$ cat config.mk
export PLATFORM = sky130hd
export DESIGN_NAME = ppf_div
export DESIGN_NICKNAME = d
export VERILOG_FILES = /design/src/sv/ppf_div.sv
export SDC_FILE = /design/constraint.sdc
export NUM_CORES = 1
export LEC_CHECK = 0
export BUFFER_PORTS_ARGS = -buffer_cell sky130_fd_sc_hd__buf_4
export CORE_MARGIN = 2
export CORE_UTILIZATION = 45
export DETAILED_ROUTE_END_ITERATION = 8
export PLACE_DENSITY = 0.72
export SYNTH_ARGS = -nofsm -noshare
export SYNTH_HDL_FRONTEND = slang
export SYNTH_SLANG_ARGS = --single-unit
$ cat constraint.sdc
create_clock -name clk -period 2.7 [get_ports clk]
set_clock_uncertainty 0.05 [all_clocks]
set_input_delay 0.405 -clock clk [delete_from_list [all_inputs] [get_ports clk]]
set_output_delay 0.405 -clock clk [all_outputs]
set_load 0.01 [all_outputs]
$ cat src/sv/ppf_div.sv
// ----------------------------------------------------------------------------
// ppf_div
// Restoring unsigned divider, one quotient bit per cycle.
// ----------------------------------------------------------------------------
module ppf_div #(
  parameter int NUM_W = 56,
  parameter int DEN_W = 25
) (
  input  logic             clk,
  input  logic             rst,
  input  logic             start,
  input  logic [NUM_W-1:0] num,
  input  logic [DEN_W-1:0] den,
  output logic             done,
  output logic [NUM_W-1:0] quo
);

  localparam int CW = $clog2(NUM_W + 1);

  logic [DEN_W:0]   rem;
  logic [DEN_W-1:0] den_q;
  logic [CW-1:0]    cnt;
  logic             active;
  logic [DEN_W:0]   trial;

  assign trial = {rem[DEN_W-1:0], quo[NUM_W-1]};

  always_ff @(posedge clk) begin
    if (rst) begin
      active <= 1'b0;
      done   <= 1'b0;
    end else begin
      done <= 1'b0;
      if (start) begin
        active <= 1'b1;
      end else if (active && cnt == CW'(NUM_W - 1)) begin
        active <= 1'b0;
        done   <= 1'b1;
      end
    end
  end

  always_ff @(posedge clk) begin
    if (start) begin
      rem   <= '0;
      quo   <= num;
      den_q <= den;
      cnt   <= '0;
    end else if (active) begin
      if (trial >= {1'b0, den_q}) begin
        rem <= trial - {1'b0, den_q};
        quo <= {quo[NUM_W-2:0], 1'b1};
      end else begin
        rem <= trial;
        quo <= {quo[NUM_W-2:0], 1'b0};
      end
      cnt <= cnt + 1'b1;
    end
  end

endmodule

## Yosys cells after proc, flatten, opt, wreduce, memory -nomap -nowiden

Cells that the tools add are included.

| storage, ports and cells | value |
|---|---|
| register bits | 114 |
| input port bits | 84 |
| output and inout bits | 57 |
| word-level logic and storage cells | 21 |

| operators by class | value |
|---|---|
| $add $sub $neg | 2 |
| magnitude comparators | 1 |
| eq/ne operators | 1 |
| multiplexer cells | 7 |
| reduce and logical (&&, ||, !) cells | 4 |

Operators with widths:

| cell | number |
|---|---|
| 56-bit two-way mux | 2 |
| 26-bit by 25-bit greater-or-equal comparator with 1-bit output | 1 |
| 25-bit two-way mux | 1 |
| 25-bit subtractor | 1 |
| 6-bit by 1-bit adder with 6-bit output, second input constant | 1 |
| 6-bit == test, second input constant | 1 |
| 1-bit two-way mux | 4 |
| 2-bit nonzero test | 2 |
| 2-bit OR reduction | 1 |
| 1-bit logical AND | 1 |

## Depth between registers and ports, before layout

| logic depth | value |
|---|---|
| depth in word-level cells | 4 |
| mapped depth | 13 |
| mapped depth without buffers | 12 |

## Worst setup path before layout

No wires, ideal clock.

| path | value |
|---|---|
| path kind | flip-flop to flip-flop |
| start | reg quo[55] |
| end | reg quo[0] (data pin) |
| setup time | 260 ps |
| arrival | 2574 ps |
| data required time | 2390 ps |
| path slack | -184 ps |
| cell stages (with the launch flop) | 12 |
| buffers on the path | 0 |
| clock period less this slack | 2884 ps |
| cell sequence | edfxtp_1 > inv_1 > ha_1 > inv_1 > fa_1 > a21o_1 > a221oi_1 > or4_1 > nand3_2 > a21oi_4 > inv_2 > mux2_2 |

| between the ends | value |
|---|---|
| word-level cells in the longest chain between the ends | 4 |

RTL lines:

| what | line | RTL |
|---|---|---|
| from (decl) | 15 | `output logic [NUM_W-1:0] quo` |
| from (signal assigned) | 46 | `quo <= num;` |
| from (signal assigned) | 52 | `quo <= {quo[NUM_W-2:0], 1'b1};` |
| from (signal assigned) | 55 | `quo <= {quo[NUM_W-2:0], 1'b0};` |
| 26-bit by 25-bit greater-or-equal comparator with 1-bit output | 50 | `if (trial >= {1'b0, den_q}) begin` |
| 1-bit two-way mux | 50 |  |
| 56-bit two-way mux | 49 | `end else if (active) begin` |
| 56-bit two-way mux | 44 | `if (start) begin` |

No other way between the ends. The select of a mux whose other input is x is not followed.
A chain may end at the register's enable or synchronous reset.

## Final worst setup path

Ends and elaborated chain as after synthesis.

==> impl_metrics.csv <==
group,metric,value,unit
synthesis,async_reset_ff_share,0,%
status,violations,"negative setup slack",
clock_network,clock_path_buffers,2,
cells_and_area,synthToLayoutAreaGrowth,35.51,%
synthesis,ys_types,48,
critical_path,crit_arrival,2.82,ns
synthesis,synth_top_cell_by_area,"edfxtp_1",
detailed_routing,drt_iter0_markers,297,
clock_network,path_clk_slew,0.06,ns
sta,worst_slew_pin_slew,0.6382,ns
synthesis,synth_seq_cells,114,
synthesis,synth_flop_cell,"edfxtp_1",
synthesis,synth_area_leaders,"edfxtp_1 42%, dfxtp_1 11%, mux2_2 11%, ha_1 5.6%, nor2_1 2.9%",
critical_path,criticalPathCategory,"flop to flop",
global_routing,grt_remaining_overflow,0,
placed_design,gp_congestion,0.9656,
sta,setup_ws,-0.005421,ns
clock_network,cts_tree,"done",
global_routing,grt_pass1_vias,4615,
cells_and_area,final.fill_count,1016,
power_and_ir_drop,p_per_area,704.4,mW/mm²
synthesis,synth.yosys.warnings,0,
die,core,0.01257,mm²
detailed_routing,via_count,4464,
clock_network,worstSkewPairLatency,0.42,ns
placed_design,dp_hpwl,9.575,mm
die,dieArea,0.01377,mm²
die,io_pins,141,
clock_network,root_buffer,"clkbuf_16",
synthesis,ys_seq_area_share,53.52,%
power_and_ir_drop,p_sw_share,24.36,%
run,maxCapViolations,0,
power_and_ir_drop,pwr-share-clk,44.0,%
cells_and_area,antennaDiodeCount,0,
cells_and_area,fin_util,62.31,%
detailed_routing,first_pass_iters,4,
critical_path,crit_path_start_kind,"flop",
power_and_ir_drop,p_leak,3.346,nW
placed_design,place_ws,0.006308,ns
clock_network,cts-htree-levels,4,
power_and_ir_drop,intPower,4.173,mW
sta,period_needed,2.705,ns
detailed_routing,wl,13.57,mm
clock_network,hold_buffers,0,
cells_and_area,final_cell_mix,"157 x buf_4, 81 x edfxtp_1, 56 x mux2_2",
sta,setup_viol,2,
power_and_ir_drop,p_comb_share,17.3,%
detailed_routing,drc,0,
cells_and_area,drive_gt1_share,38.63,%
sta,max_freq,369.6,MHz
synthesis,syn_area,0.005779,mm²
sta,timing.final.crit_share,100.2,%
synthesis,synth_top_area_share,42.09,%
global_routing,grt_antenna_before_repair,0,
hold_path,hp-class,"input pin to flop",
cells_and_area,regArea,0.003093,mm²
die,die_height,117.3,µm
cells_and_area,final_common_cell,"buf_4",
global_routing,grt_pass1_wl,21.92,mm
critical_path,required,2.81,ns
cells_and_area,multi_input_area,0.002535,mm²
sta,grt_setup_unrepaired,"yes",
critical_path,crit_path_frequent_cell,"inv_1",
synthesis,synth_fp_nets,613,
critical_path,crit_fanout,7,
critical_path,worstPathCellList,"inv_1, ha_2, inv_1, fa_2, a21o_1, a221oi_2, or4_4, nand3_2, a21oi_4, inv_2, mux2_2",
sta,hold_violations,0,
synthesis,synth_edf_count,81,
die,num_rows,41,
die,start_util,45.98,%
critical_path,cp_slowest_stage_delay,0.39,ns
critical_path,endpoint_kind,"flop",
power_and_ir_drop,power_frac_seq,38.7,%
clock_network,cts_sinks,114,
placed_design,portBuffers,140,
synthesis,syn_area_per_cell,11.51,µm²
global_routing,grt_max_degree,55,
global_routing,groute.usage.overall,20.02,%
sta,maxSlewHeadroom,57.30,%
detailed_routing,via_per_inst,5.283,
sta,maxSlewViolCount,0,
critical_path,critPathSlowestCell,"edfxtp_1",
synthesis,synthCells,502,
status,status,"finished with violations",
detailed_routing,detail-route-antenna-nets,0,
die,dieWidth,117.3,µm
detailed_routing,wl_per_cell,16.05,µm
clock_network,cts_buffers,17,
power_and_ir_drop,p_sw,1.344,mW
cells_and_area,fin_nets,771,
power_and_ir_drop,vdd_drop_max,416.9,µV
worst paths after layout:
path                            slack, ns     end  cells past startpoint  startpoint
worst max-delay path               -0.005  quo[0]                     11     quo[55]
worst min-delay path                 0.11    done                      2         rst
worst max register to register     -0.005  quo[0]                     11     quo[55]
worst min register to register       0.44  cnt[5]                      2      cnt[5]
power by group through the flow:
stage                     clock [mW]  sequential [mW]  combinational [mW]
final                           2.43             2.14               0.955
after global routing            2.54             2.15                1.04
after CTS                       2.47             2.14               0.937
after detailed placement           0             2.17               0.926
after global placement             0             2.16               0.903
after floorplan                    0             2.20               0.497
cells by family (layout without fill, tap and decap cells):
kind of cell             Yosys count  in the layout  share of synthesized area (%)
flip-flops                       114            114                          53.52
adder cells (fa/ha/maj)           27             27                          5.975
XOR/XNOR                          25             25                          3.789
multiplexers                      63             63                          12.12
AND/OR/NAND/NOR                  115            115                          9.028
buffers and inverters             50            221                          3.464
AO/OA/AOI/OAI                    108            108                          12.10
flip-flops by register name, summed over array words and instances (netlist names):
| name | cells |
|---|---|
| quo | 56 |
| den_q | 25 |
| rem | 25 |
| active | 1 |
| done | 1 |
| cnt | 6 |
metrics by stage:
| step | power, mW | area (µm²) | TNS, ns | std cells | hold slack, ns |
|---|---|---|---|---|---|
| CTS | 5.543 | 7771 | 0 | 842 | 0.09382 |
| global placement | 3.067 | 7119 | 0 | 810 | 0.4210 |
| detailed placement | 3.094 | 7119 | 0 | 810 | 0.4329 |
| global route | 5.737 | 7831 | -2.775 | 845 | 0.09823 |
| finish | 5.517 | 7831 | -0.006675 | 845 | 0.1108 |
| floorplan | 2.695 | 5788 | -0.04226 | 502 | 0.4036 |
layout make-up:
class                   count  share of cell area [%]
clock buffers              19                   5.528
clock inverters            13                   2.668
inverters                  28                   1.342
multi-input cells         338                   32.37
flip-flops and latches    114                   39.50
well taps                 172                   2.748
repair buffers            161                   15.85
worst max-delay path, delay by kind of cell (launching register included):
kind | cells | cell delay (ns)
AO/OA/AOI/OAI | 3 | 0.68
adder cells (fa/ha/maj) | 2 | 0.52
buffers and inverters | 3 | 0.27
flip-flops | 1 | 0.39
multiplexers | 1 | 0.28
AND/OR/NAND/NOR | 2 | 0.28
timing repair:
item,4_1_cts,5_1_grt
buffers inserted,0,3
endpoints found under the setup margin,3,26
gates resized for setup,3,11
pin swaps,1,3
cells in the mapped netlist, drive strengths merged (3+ instances only):
library cell and n:
nor2b 5, a21oi 33, inv 28, o211a 3
nand3 9, a211oi 15, a32oi 5, a21o 9
nand4 7, nor3 7, mux2i 7, edfxtp 81
dfxtp 33, nand2 30, ha 26, nor2 45
nand2b 4, xnor2 12, buf 5, clkbuf 17
xor2 13, a31oi 4, o21ai 23, mux2 56
per-layer routing:
| layer | vias up | global-route usage, % | routed length (µm) |
|---|---|---|---|
| li1 | 2175 | - | - |
| met1 | 2113 | 22.90 | 5534 |
| met2 | 146 | 33.41 | 6657 |
| met3 | 30 | 7.442 | 1038 |
| met4 | 0 | 9.187 | 334 |
| met5 | - | 0 | 0 |
Note: power is estimated with default switching activity, not from simulation.
