## config.mk

```make
export PLATFORM = sky130hd
export DESIGN_NAME = ppf_sqrt
export DESIGN_NICKNAME = d
export VERILOG_FILES = /design/src/sv/ppf_sqrt.sv
export SDC_FILE = /design/constraint.sdc
export NUM_CORES = 1
export LEC_CHECK = 0
export ABC_AREA = 1
export BUFFER_PORTS_ARGS = -buffer_cell sky130_fd_sc_hd__buf_2
export CORE_AREA = 2 2 169 171
export DETAILED_ROUTE_END_ITERATION = 8
export DIE_AREA = 0 0 171 173
export PLACE_DENSITY = 0.71
export SYNTH_ARGS = -nofsm -noshare
export SYNTH_HDL_FRONTEND = slang
export SYNTH_SLANG_ARGS = --single-unit
```

## constraint.sdc

```tcl
create_clock -name clk -period 10.65 [get_ports clk]
set_clock_uncertainty 0.2 [all_clocks]
set_input_delay 1.5975 -clock clk [delete_from_list [all_inputs] [get_ports clk]]
set_output_delay 1.5975 -clock clk [all_outputs]
set_load 0.02 [all_outputs]
```

## src/sv/ppf_sqrt.sv

```systemverilog
// ----------------------------------------------------------------------------
// ppf_sqrt
// Iterative integer square root, two radicand bits per cycle.
// ----------------------------------------------------------------------------
module ppf_sqrt #(
  parameter int IN_W = 50
) (
  input  logic              clk,
  input  logic              rst,
  input  logic              start,
  input  logic [IN_W-1:0]   value,
  output logic              done,
  output logic [IN_W/2-1:0] root
);

  logic [IN_W-1:0] rem;
  logic [IN_W-1:0] res;
  logic [IN_W-1:0] bitv;
  logic            active;
  logic [IN_W-1:0] trial;

  assign trial = res + bitv;
  assign root  = res[IN_W/2-1:0];

  always_ff @(posedge clk) begin
    if (rst) begin
      active <= 1'b0;
      done   <= 1'b0;
    end else begin
      done <= 1'b0;
      if (start) begin
        active <= 1'b1;
      end else if (active && bitv[0]) begin
        active <= 1'b0;
        done   <= 1'b1;
      end
    end
  end

  always_ff @(posedge clk) begin
    if (start) begin
      rem  <= value;
      res  <= '0;
      bitv <= IN_W'(1) << (IN_W - 2);
    end else if (active) begin
      if (rem >= trial) begin
        rem <= rem - trial;
        res <= (res >> 1) + bitv;
      end else begin
        res <= res >> 1;
      end
      bitv <= bitv >> 2;
    end
  end

endmodule

```

# After elaboration in Yosys (flattened, before gate mapping)
# Index checks and enable logic that the tools add are counted.
[totals]
reg_bits = 127
input_bits = 53
output_inout_bits = 26
wordCells = 22
[op_classes]
n_addsub = 3
magnitude_cmp = 1
n_mux = 7
n_reduce_logical = 6
[op_table]
columns = ["cell", "count"]
rows = [
  ["50-bit two-way mux", 4],
  ["49-bit by 49-bit adder with 50-bit output", 1],
  ["50-bit by 49-bit adder with 50-bit output", 1],
  ["50-bit >= comparator", 1],
  ["50-bit subtractor", 1],
  ["2-bit nonzero test", 3],
  ["1-bit two-way mux", 3],
  ["2-bit AND reduction", 1],
  ["2-bit OR reduction", 1],
  ["1-bit logical AND", 1],
]

# Longest topological paths before layout
# Gate-level depths: netlist of the first run.
[depth]
word_depth = 5
ltp_mapped = 32
depth_no_buf = 31

# Worst setup path after synthesis of the first run
# Ideal clock, no wire load.
[synth_path]
path_kind = "reg-to-reg"
from = "register res[8]"
to = "register rem[0] (enable)"
arrival_ps = 4187
slack_ps = 5854
path_stages_with_launch = 22
path_buffers = 0
cell_sequence = "dfxtp_1 > ha_1 > nand2_1 > o21ai_0 > a21oi_1 > o21ai_0 > a21oi_1 > o21ai_0 > nand2_1 > nand3_1 > nand2_1 > ha_1 > nand2_1 > nor2_1 > inv_2 > nor2_2 > nand2_1 > nor2_1 > nand2_2 > nand3_4 > nand2_2 > nand2_1"
[synth_via]
elab_chain_len = 4
[synth_lines]
columns = ["item", "line_no", "rtl"]
rows = [
  ["from (decl)", "17", "logic [IN_W-1:0] res;"],
  ["from (signal assigned)", "48", "res <= (res >> 1) + bitv;"],
  ["from (signal assigned)", "50", "res <= res >> 1;"],
  ["50-bit by 49-bit adder with 50-bit output", "22", "assign trial = res + bitv;"],
  ["50-bit >= comparator", "46", "if (rem >= trial) begin"],
  ["2-bit nonzero test (no source line)", "n/a", ""],
  ["2-bit AND reduction (no source line)", "n/a", ""],
  ["to (signal assigned)", "42", "rem <= value;"],
  ["to (signal assigned)", "47", "rem <= rem - trial;"],
  ["to (decl)", "16", "logic [IN_W-1:0] rem;"],
]
# Every way passes these cells.
# A chain may end at the register's enable or synchronous reset.

# Worst setup path in the final report of the first run
[layout_path]
from = "register res[12]"
to = "register rem[12] (enable)"
# Same word-level chain as after synthesis.

==> results of run 1 <==
==> cells in the mapped netlist, types with 9 or more instances <==
master	n
o21ai_1	10
a21oi_1	195
o21bai_1	14
nor3_1	24
or2_2	10
xnor2_1	33
nand4_1	31
nand3b_1	11
inv_2	14
clkbuf_1	32
a21o_1	11
nor2_1	288
dfxtp_1	77
inv_1	349
xor2_1	40
nand2_1	737
nand3_1	221
o21ai_0	152
ha_1	102
o21a_1	9
edfxtp_1	50
buf_4	27
==> layer usage <==
metal / track usage / wire (microns) / vias to the layer above
li1: - / - / 8154
met3: 0.0710 / 5010 / 96
met1: 0.520 / 24800 / 7586
met4: 0.120 / 1600 / 0
met2: 0.527 / 22400 / 825
met5: 0 / 0 / -
==> final cells by class <==
type / count / area (sq um)
Tap cell: 378 / 473
Fill cell: 2897 / 12000
Timing Repair Buffer: 83 / 430
Inverter: 364 / 1370
Sequential cell: 127 / 3040
Clock buffer: 22 / 485
Multi-Input combinational cell: 1938 / 9750
Clock inverter: 10 / 98.8
==> worst max-delay path, cell delays in order (launching register included) <==
cell	delay [ps]
dfxtp_1	580
ha_1	350
nand2_1	120
o21ai_0	150
a21oi_1	420
o21ai_0	170
a21oi_1	510
o21ai_0	270
nand2_1	140
nand2_1	60
nand2_1	60
nand2_1	60
ha_1	380
nand2_1	120
nor2_1	170
inv_2	80
nor2_2	130
nand2_1	100
nor2_1	220
nand2_2	380
nand3_4	780
nand2_2	300
nand2_2	120
buf_4	590
==> where the power goes <==
part	switching, mW	internal (mW)	total [mW]
Combinational	1.35	0.655	2.01
Sequential	0.121	0.657	0.778
Clock	0.253	0.349	0.602
==> metrics by stage <==
step | area (sq um) | cells | util
final | 15700 | 2922 | 0.566
after global routing | 15700 | 2922 | 0.566
after CTS | 15700 | 2922 | 0.566
after detailed placement | 15100 | 2890 | 0.545
after global placement | 15100 | 2890 | 0.545
after floorplan | 14600 | 2502 | -
==> flip-flops by register name, indices dropped and copies added (netlist names) <==
signal,cells
bitv,25
res,50
rem,50
active,1
done,1
==> worst paths after layout <==
check	end	slack (ps)	startpoint
max	rem[12]	3730	res[12]
min	res[0]	280	res[0]
max reg2reg	rem[12]	3730	res[12]
min reg2reg	res[0]	280	res[0]
==> kinds of logic (layout without fill, tap and decap cells) <==
logic type | count (synthesis) | count (layout) | synth area share
fa+ha+maj | 103 | 103 | 0.0889
xor+xnor | 73 | 73 | 0.0439
buf+inv | 437 | 479 | 0.123
simple gates | 1347 | 1347 | 0.384
flops | 127 | 127 | 0.209
compound gates | 415 | 415 | 0.152
==> results.txt, run 1 <==
drt total wl = 53.8 mm
Pleak = 7.08 nW
worst reg2reg path depth = 23
maxcap violations = 0
min setup slack post-route = 3730 ps
crit path kind = register to register
RSZ-0062 raised after global routing = no
Syn. warnings = 0
# port buffers = 78
Routed WL per cell = 18.4 microns
grt total ovfl = 0
CTS tree = yes
CP max FO = 72
DIE HEIGHT = 173 microns
status = completed
total track usage = 0.358
Rel. slew slack = 0.302
DRC = 0
DIE AREA = 29600 sq um
final hold violation count = 0
Post-synth EDFFs = 50
Synth cell types = 48
Post-CTS Hold Fix Bufs = 0
clock transition at the registers of the reported paths = 70 ps
gpl congestion = 1.07
post-synthesis cell count = 2502
Tcrit/Tclk final = 0.650
Worst Hold Path Cells = 2
Yosys top cell area share = 0.190
initial antenna violation count = 0
Fmax = 144 MHz
Clock Path Buffers = 2
worst slew pin tran = 1040 ps
sinks on the clock net = 127
via count = 16661
H-tree levels = 4
cell area power density = 216 nW/um^2
max-slew violation count = 0
Mean Syn Cell Area = 5.83 sq um
Worst VDD drop = 0.169 mV
Resized Gates After CTS = 0
first-pass iteration count of the detailed router = 5
clk_lat worst skew = 460 ps
cts bufs inserted = 17
sequential element share of the synthesized area = 0.209
#FFs+latches synth = 127
Sum Neg Setup Slack = 0 ps
number of post-CTS setup repair buffers = 0
fin crit period = 6920 ps
placed wire-length estimate = 43.2 mm
most common cell after layout, fill and taps aside = nand2_1
chip width = 171 microns
Post-synth ARST share = 0
largest net degree at the start of global routing = 75
CTS Root Cell = clkbuf_16
post-synth net total = 2658
worst hold path type = register to register
final hold slack = 284 ps
largest area contributor in the netlist = nand2_1
final antenna-violating net count = 0
# rows = 61
first-pass GRT wire length = 81.7 mm
CORE AREA = 27600 sq um
crit path DAT = 6810 ps
I/O pin count = 79
layout cells sized above 1 = 0.0617
total power = 3.39 mW
Vias/cell = 5.70
Primary FF master, synth = dfxtp_1
critical path required time = 10540 ps
Cell Area, Synth = 14600 sq um
most frequent cells in the layout = nand2_1, inv_1, nor2_1
Setup-failing EPs final = 0
CP Capture Type = register
Starting Density = 0.528
fin nets = 2687
pre-CTS setup slack = 4100 ps
number of global-route vias before repair = 14854
Worst setup SP type = register
area growth from synthesis to layout = 7.36%
Synth area leaders = nand2_1, dfxtp_1, edfxtp_1
Starting DRT DRC Count = 1974
number of antenna diodes = 0
Note: power is estimated with default switching activity, not from simulation.
==> inputs of run 2 (changes only) <==
--- a/config.mk
+++ b/config.mk
@@ -5,11 +5,11 @@
 export SDC_FILE = /design/constraint.sdc
 export NUM_CORES = 1
 export LEC_CHECK = 0
-export ABC_AREA = 1
+export ABC_AREA = 0
 export BUFFER_PORTS_ARGS = -buffer_cell sky130_fd_sc_hd__buf_2
-export CORE_AREA = 2 2 169 171
+export CORE_AREA = 2 2 152 154
 export DETAILED_ROUTE_END_ITERATION = 8
-export DIE_AREA = 0 0 171 173
+export DIE_AREA = 0 0 154 156
 export PLACE_DENSITY = 0.71
 export SYNTH_ARGS = -nofsm -noshare
 export SYNTH_HDL_FRONTEND = slang
==> constraint.sdc (replaced) <==
create_clock -name clk -period 6.55 [get_ports clk]
set_clock_uncertainty 0.2 [all_clocks]
set_input_delay 0.9825 -clock clk [delete_from_list [all_inputs] [get_ports clk]]
set_output_delay 0.9825 -clock clk [all_outputs]
set_load 0.02 [all_outputs]
==> results.txt, run 2 <==
most frequent cells in the layout = nand2_1, o21ai_0, nor2_1
Buffers & Inverters on Critical Path = 2 (unchanged)
number of global-route vias before repair = 10858 (-27%)
Cell Area, Synth = 11600 sq um (-20%)
Pleak = 5.06 nW (-29%)
worst hold path type = register to register
Primary FF master, synth = dfxtp_1
first-pass GRT wire length = 55.5 mm (-32%)
chip width = 154 microns (-9.9%)
DRC = 0 (unchanged)
Finished Cell Area = 12700 sq um (-19%)
# rows = 55 (-9.8%)
Fmax = 165 MHz (+14%)
Tcrit/Tclk final = 0.928 (+0.278)
reg-to-reg startpoint = res[22]
most common cell after layout, fill and taps aside = nand2_1
Worst setup SP type = register
flop-to-flop setup slack = 470 ps (-3260 ps)
DIE AREA = 24000 sq um (-19%)
Worst Hold Path Cells = 2 (unchanged)
largest area contributor in the netlist = dfxtp_1
placed wire-length estimate = 25.5 mm (-41%)
CP max FO = 50 (-31%)
Placed Area = 12100 sq um (-20%)
sequential element share of the synthesized area = 0.261 (+0.0527)
cts bufs inserted = 17 (unchanged)
grt total ovfl = 0 (unchanged)
r2r endpoint = rem[40]
leading cell types by count after synthesis = nand2_1, o21ai_0, nor2_1
cell area power density = 401 nW/um^2 (+85%)
CP max stage cell = a311oi_1
# port buffers = 78 (unchanged)
area growth from synthesis to layout = 8.91%
Crit path largest cell delay = 640 ps (-140 ps)
Starting DRT DRC Count = 715 (-64%)
final design utilization = 0.567 (about the same)
fin crit period = 6080 ps (-843 ps)
Synth area leaders = dfxtp_1, edfxtp_1, ha_1
post-synthesis cell count = 1469 (-41%)
drt total wl = 34.0 mm (-37%)
#FFs+latches synth = 127 (unchanged)
Post-synth EDFFs = 50 (unchanged)
Routed WL per cell = 19.0 microns (+3.2%)
Sum Neg Setup Slack = 0 ps (unchanged)
crit path DAT = 5980 ps (-830 ps)
maxcap violations = 0 (unchanged)
RSZ-0062 raised after global routing = no
sinks on the clock net = 127 (unchanged)
via count = 11239 (-33%)
Post-synth ARST share = 0 (unchanged)
CTS tree = yes
most frequent cell after synthesis = nand2_1
pre-CTS setup slack = 561 ps (-3540 ps)
status = completed
CORE AREA = 22400 sq um (-19%)
gpl congestion = 0.923 (-13%)
clk_lat worst skew = 430 ps (-30 ps)
Syn. warnings = 0 (unchanged)
clock transition at the registers of the reported paths = 60 ps (about the same)
max-slew violation count = 0 (unchanged)
layout cells sized above 1 = 0.106 (+0.0440)
Worst VDD drop = 0.223 mV (+32%)
Setup-failing EPs final = 0 (unchanged)
I/O pin count = 79 (unchanged)
fin nets = 1647 (-39%)
DIE HEIGHT = 156 microns (-9.8%)
first-pass iteration count of the detailed router = 7 (+2)
top flop regs = rem (50), res (50), bitv (25)
worst reg2reg path depth = 21 (-8.7%)
hold endpoint = res[0]
hold path start = res[0]
Clock Path Buffers = 2 (unchanged)
Synth cell types = 71 (+48%)
number of antenna diodes = 0 (unchanged)
largest net degree at the start of global routing = 88 (+17%)
final antenna-violating net count = 0 (unchanged)
Mean Syn Cell Area = 7.92 sq um (+36%)
critical path required time = 6450 ps (-4090 ps)
H-tree levels = 4 (unchanged)
number of post-CTS setup repair buffers = 0 (unchanged)
crit-path cells = ha_1 > a31oi_1 > nand2_1 > nor2_1 > and3_1 > o31ai_1 > a21o_1 > a311oi_1 > o21bai_1 > xnor2_1 > ha_1 > and4_1 > and3_1 > nand4_1 > o21ai_1 > a2111oi_2 > o41ai_4 > nand2_2 > buf_4 > o21ai_4 > buf_12
Yosys top cell area share = 0.132 (-0.0573)
worst slew pin tran = 1080 ps (+42.4 ps)
Top delay family on crit path = compound AO/OA/AOI/OAI gates
crit path kind = register to register
initial antenna violation count = 0 (unchanged)
CTS Root Cell = clkbuf_16
min setup slack post-route = 472 ps (-3260 ps)
final hold violation count = 0 (unchanged)
post-synth net total = 1625 (-39%)
Vias/cell = 6.28 (+10%)
Rel. slew slack = 0.278 (-0.0236)
Starting Density = 0.520 (-0.00729)
CP Capture Type = register
total track usage = 0.287 (-0.0718)
-- run 2: how the worst max path moves through the flow --
| stage | slack (ps) | endpoint | cells after the start | from |
|---|---|---|---|---|
| detailed placement | 560 | res[40] | 23 | bitv[0] |
| CTS | 530 | res[26] | 23 | bitv[0] |
| global route | 10 | res[37] | 21 | res[22] |
| floorplan | 80 | rem[0] | 22 | bitv[0] |
| finish | 470 | rem[40] | 21 | res[22] |
| global placement | 670 | res[26] | 21 | res[22] |
-- run 2: area by class of cell --
cell class	count	area, sq um
Clock inverter	12	100
Inverter	33	124
Timing Repair Buffer	98	556
Tap cell	285	357
Clock buffer	20	468
Sequential cell	127	3050
Fill cell	2119	9690
Multi-Input combinational cell	1214	8020
-- run 2: power breakdown --
| group | internal [mW] | total, mW | leakage, nW | switching, mW |
|---|---|---|---|---|
| sequential | 1.08 | 1.24 | 1.13 | 0.158 |
| combinational | 1.12 | 2.91 | 3.65 | 1.79 |
| clock | 0.526 | 0.935 | 0.279 | 0.409 |
| total | 2.73 | 5.09 | 5.06 | 2.36 |
-- run 2: cells by family (layout without fill, tap and decap cells) --
logic type                 Yosys count  count (layout)  share of synthesized area
xor gates and xnor gates           115             115                     0.0866
muxes                               33              33                     0.0288
buffers and inverters              128             163                     0.0504
DFF                                127             127                      0.261
adders and majority gates          103             103                      0.111
and+or+nand+nor                    485             485                      0.193
AOI/OAI and AO/OA                  478             478                      0.268
-- run 2: per-layer routing --
metal,share of wire,global-route usage,vias to the layer above
met4,0.037,0.122,0
li1,-,-,5487
met5,0,0,-
met3,0.063,0.0533,74
met1,0.43,0.358,5292
met2,0.47,0.485,386
-- run 2: metrics by stage --
step	power, mW	hold WS [ps]	cells
final	5.09	312	1789
after floorplan	3.39	278	1469
after detailed placement	4.11	308	1757
after global routing	5.46	363	1789
after CTS	5.06	316	1789
after global placement	4.07	308	1757
-- run 2: timing repair --
| action | CTS | global route |
|---|---|---|
| hold buffers | 0 | 0 |
| endpoints found under the setup margin | 0 | 6 |
| gates resized for setup | 0 | 1 |
-- run 2: worst reg2reg max path, delay by kind of cell, from the launching register on --
kind            cells  cell delay, ps
flops               1             590
buf+inv             2             560
simple gates        7            1340
xor+xnor            1             190
compound gates      9            2060
fa+ha+maj           2             780
==> inputs of run 3 (changes only) <==
--- a/config.mk
+++ b/config.mk
@@ -5,11 +5,11 @@
 export SDC_FILE = /design/constraint.sdc
 export NUM_CORES = 1
 export LEC_CHECK = 0
-export ABC_AREA = 0
+export ABC_AREA = 1
 export BUFFER_PORTS_ARGS = -buffer_cell sky130_fd_sc_hd__buf_2
-export CORE_AREA = 2 2 152 154
+export CORE_AREA = 2 2 169 171
 export DETAILED_ROUTE_END_ITERATION = 8
-export DIE_AREA = 0 0 154 156
+export DIE_AREA = 0 0 171 173
 export PLACE_DENSITY = 0.71
 export SYNTH_ARGS = -nofsm -noshare
 export SYNTH_HDL_FRONTEND = slang
==> results.txt, run 3 (synthesis results as in run 1) <==
area growth from synthesis to layout = 7.55%
number of antenna diodes = 0 (unchanged)
gpl congestion = 1.03 (+12%)
Resized Gates After CTS = 0 (unchanged)
H-tree levels = 4 (unchanged)
Sum Neg Setup Slack = 0 ps (unchanged)
sinks on the clock net = 127 (unchanged)
first-pass iteration count of the detailed router = 7 (unchanged)
Crit path largest cell delay = 580 ps (-60 ps)
status = completed
Vias/cell = 5.71 (-9.1%)
final antenna-violating net count = 0 (unchanged)
Worst setup SP type = register
top flop regs = rem (50), res (50), bitv (25)
most common cell after layout, fill and taps aside = nand2_1
layout cells sized above 1 = 0.0628 (-0.0429)
worst slew pin tran = 1100 ps (+25.1 ps)
DRC = 0 (unchanged)
largest net degree at the start of global routing = 72 (-18%)
Setup-failing EPs final = 0 (unchanged)
crit path kind = register to register
# port buffers = 78 (unchanged)
Rel. slew slack = 0.256 (-0.0218)
via count = 16699 (+49%)
# fillers = 2913 (+37%)
Worst VDD drop = 0.263 mV (+18%)
cts bufs inserted = 17 (unchanged)
CP max stage cell = a21oi_1
clk_lat worst skew = 460 ps (+30 ps)
worst reg2reg path depth = 23 (+9.5%)
drt total wl = 53.9 mm (+59%)
Pleak = 7.10 nW (+40%)
DIE HEIGHT = 173 microns (+11%)
Starting DRT DRC Count = 1790 (+150%)
Placed Area = 15100 sq um (+25%)
r2r endpoint = rem[17]
max-slew violation count = 0 (unchanged)
CTS tree = yes
number of global-route vias before repair = 14865 (+37%)
# rows = 61 (+11%)
initial antenna violation count = 1 (+1)
Fmax = 159 MHz (-3.4%)
I/O pin count = 79 (unchanged)
chip width = 171 microns (+11%)
Tcrit/Tclk final = 0.961 (+0.0327)
Top delay family on crit path = simple AND/OR/NAND/NOR gates
CTS Root Cell = clkbuf_16
placed wire-length estimate = 43.4 mm (+71%)
flop-to-flop setup slack = 260 ps (-210 ps)
fin crit period = 6290 ps (+214 ps)
crit path DAT = 6180 ps (+200 ps)
fin nets = 2689 (+63%)
RSZ-0062 raised after global routing = no
grt total ovfl = 0 (unchanged)
number of post-CTS setup repair buffers = 0 (unchanged)
final hold violation count = 0 (unchanged)
Routed WL per cell = 18.4 microns (-3.0%)
Clock Path Buffers = 2 (unchanged)
grt met2 use = 0.538 (+0.0528)
Buffers & Inverters on Critical Path = 2 (unchanged)
CORE AREA = 27600 sq um (+24%)
Starting Density = 0.528 (+0.00729)
critical path required time = 6440 ps (about the same)
Worst Hold Path Cells = 2 (unchanged)
cell area power density = 354 nW/um^2 (-12%)
Post-CTS Hold Fix Bufs = 0 (unchanged)
CP Capture Type = register
crit-path cells = ha_1 > nand2_1 > o21ai_0 > a21oi_1 > o21ai_0 > a21oi_1 > o21ai_0 > nand2_1 > nand2_1 > nand2_1 > nand2_1 > ha_1 > nand2_1 > nor2_1 > inv_2 > nor2_2 > nand2_1 > nor2_1 > nand2_2 > nand3_4 > nand2_2 > nand2_2 > buf_4
M3 GR Usage = 0.103 (+0.0497)
most frequent cells in the layout = nand2_1, inv_1, nor2_1
Finished Cell Area = 15700 sq um (+24%)
most frequent CP cell = nand2_1
hold endpoint = res[0]
DIE AREA = 29600 sq um (+23%)
CP max FO = 50 (unchanged)
reg-to-reg startpoint = res[16]
maxcap violations = 0 (unchanged)
first-pass GRT wire length = 82.5 mm (+49%)
met1 Use GR = 0.506 (+0.148)
total track usage = 0.361 (+0.0743)
clock transition at the registers of the reported paths = 70 ps (about the same)
worst hold path type = register to register
busiest grt layer = met2
hold path start = res[0]
[run 3: cell count changes in the layout (fill, tap and decap cells not counted), moves of 30 or more]
cell     before  now
a21oi_1      99  195
inv_1        33  347
nand2_1     179  736
a21o_1       41   11
nand3_1      49  221
nor2_1      117  288
[run 3: per-stage QoR]
step           hold WS (ps)  setup WS, ps  utilization  power (mW)  cells
2_1_floorplan           263          1750            -        3.61   2502
3_3_place_gp            291           642        0.546        4.39   2892
3_5_place_dp            301           585        0.546        4.43   2892
4_1_cts                 311           586        0.567        5.46   2924
5_1_grt                 317          48.9        0.567        5.97   2924
6_report                308           258        0.567        5.55   2924
[run 3: report_power, final]
group	internal [mW]	switching [mW]
Sequential	1.07	0.196
Clock	0.568	0.447
Combinational	1.07	2.20
[run 3: worst max-delay path by stage]
stage,from,to,cells after the start
floorplan,res[8],rem[0],21
global placement,res[16],rem[8],23
detailed placement,res[16],rem[8],23
CTS,res[16],rem[6],23
global route,res[16],rem[6],23
finish,res[16],rem[17],23
[run 3: area by class of cell]
| class | instances | area (sq um) | share of cell area |
|---|---|---|---|
| clock buffers | 19 | 464 | 0.0296 |
| clock inverters | 13 | 135 | 0.00862 |
| inverters | 364 | 1370 | 0.0871 |
| multi-input cells | 1938 | 9750 | 0.622 |
| flip-flops and latches | 127 | 3040 | 0.194 |
| well taps | 378 | 473 | 0.0302 |
| repair buffers | 85 | 445 | 0.0284 |
[run 3: tightest hold or removal path: cells and delay by family, from the launching register on]
kind / cells / cell delay (ps)
AOI/OAI and AO/OA: 1 / 60
and+or+nand+nor: 1 / 70
DFF: 1 / 340
[run 3: layer usage]
layer  share of wire  wire length, microns
met2            0.42                 22800
met4           0.027                  1460
met5         0.00017                     9
met1            0.45                 24000
met3            0.11                  5680
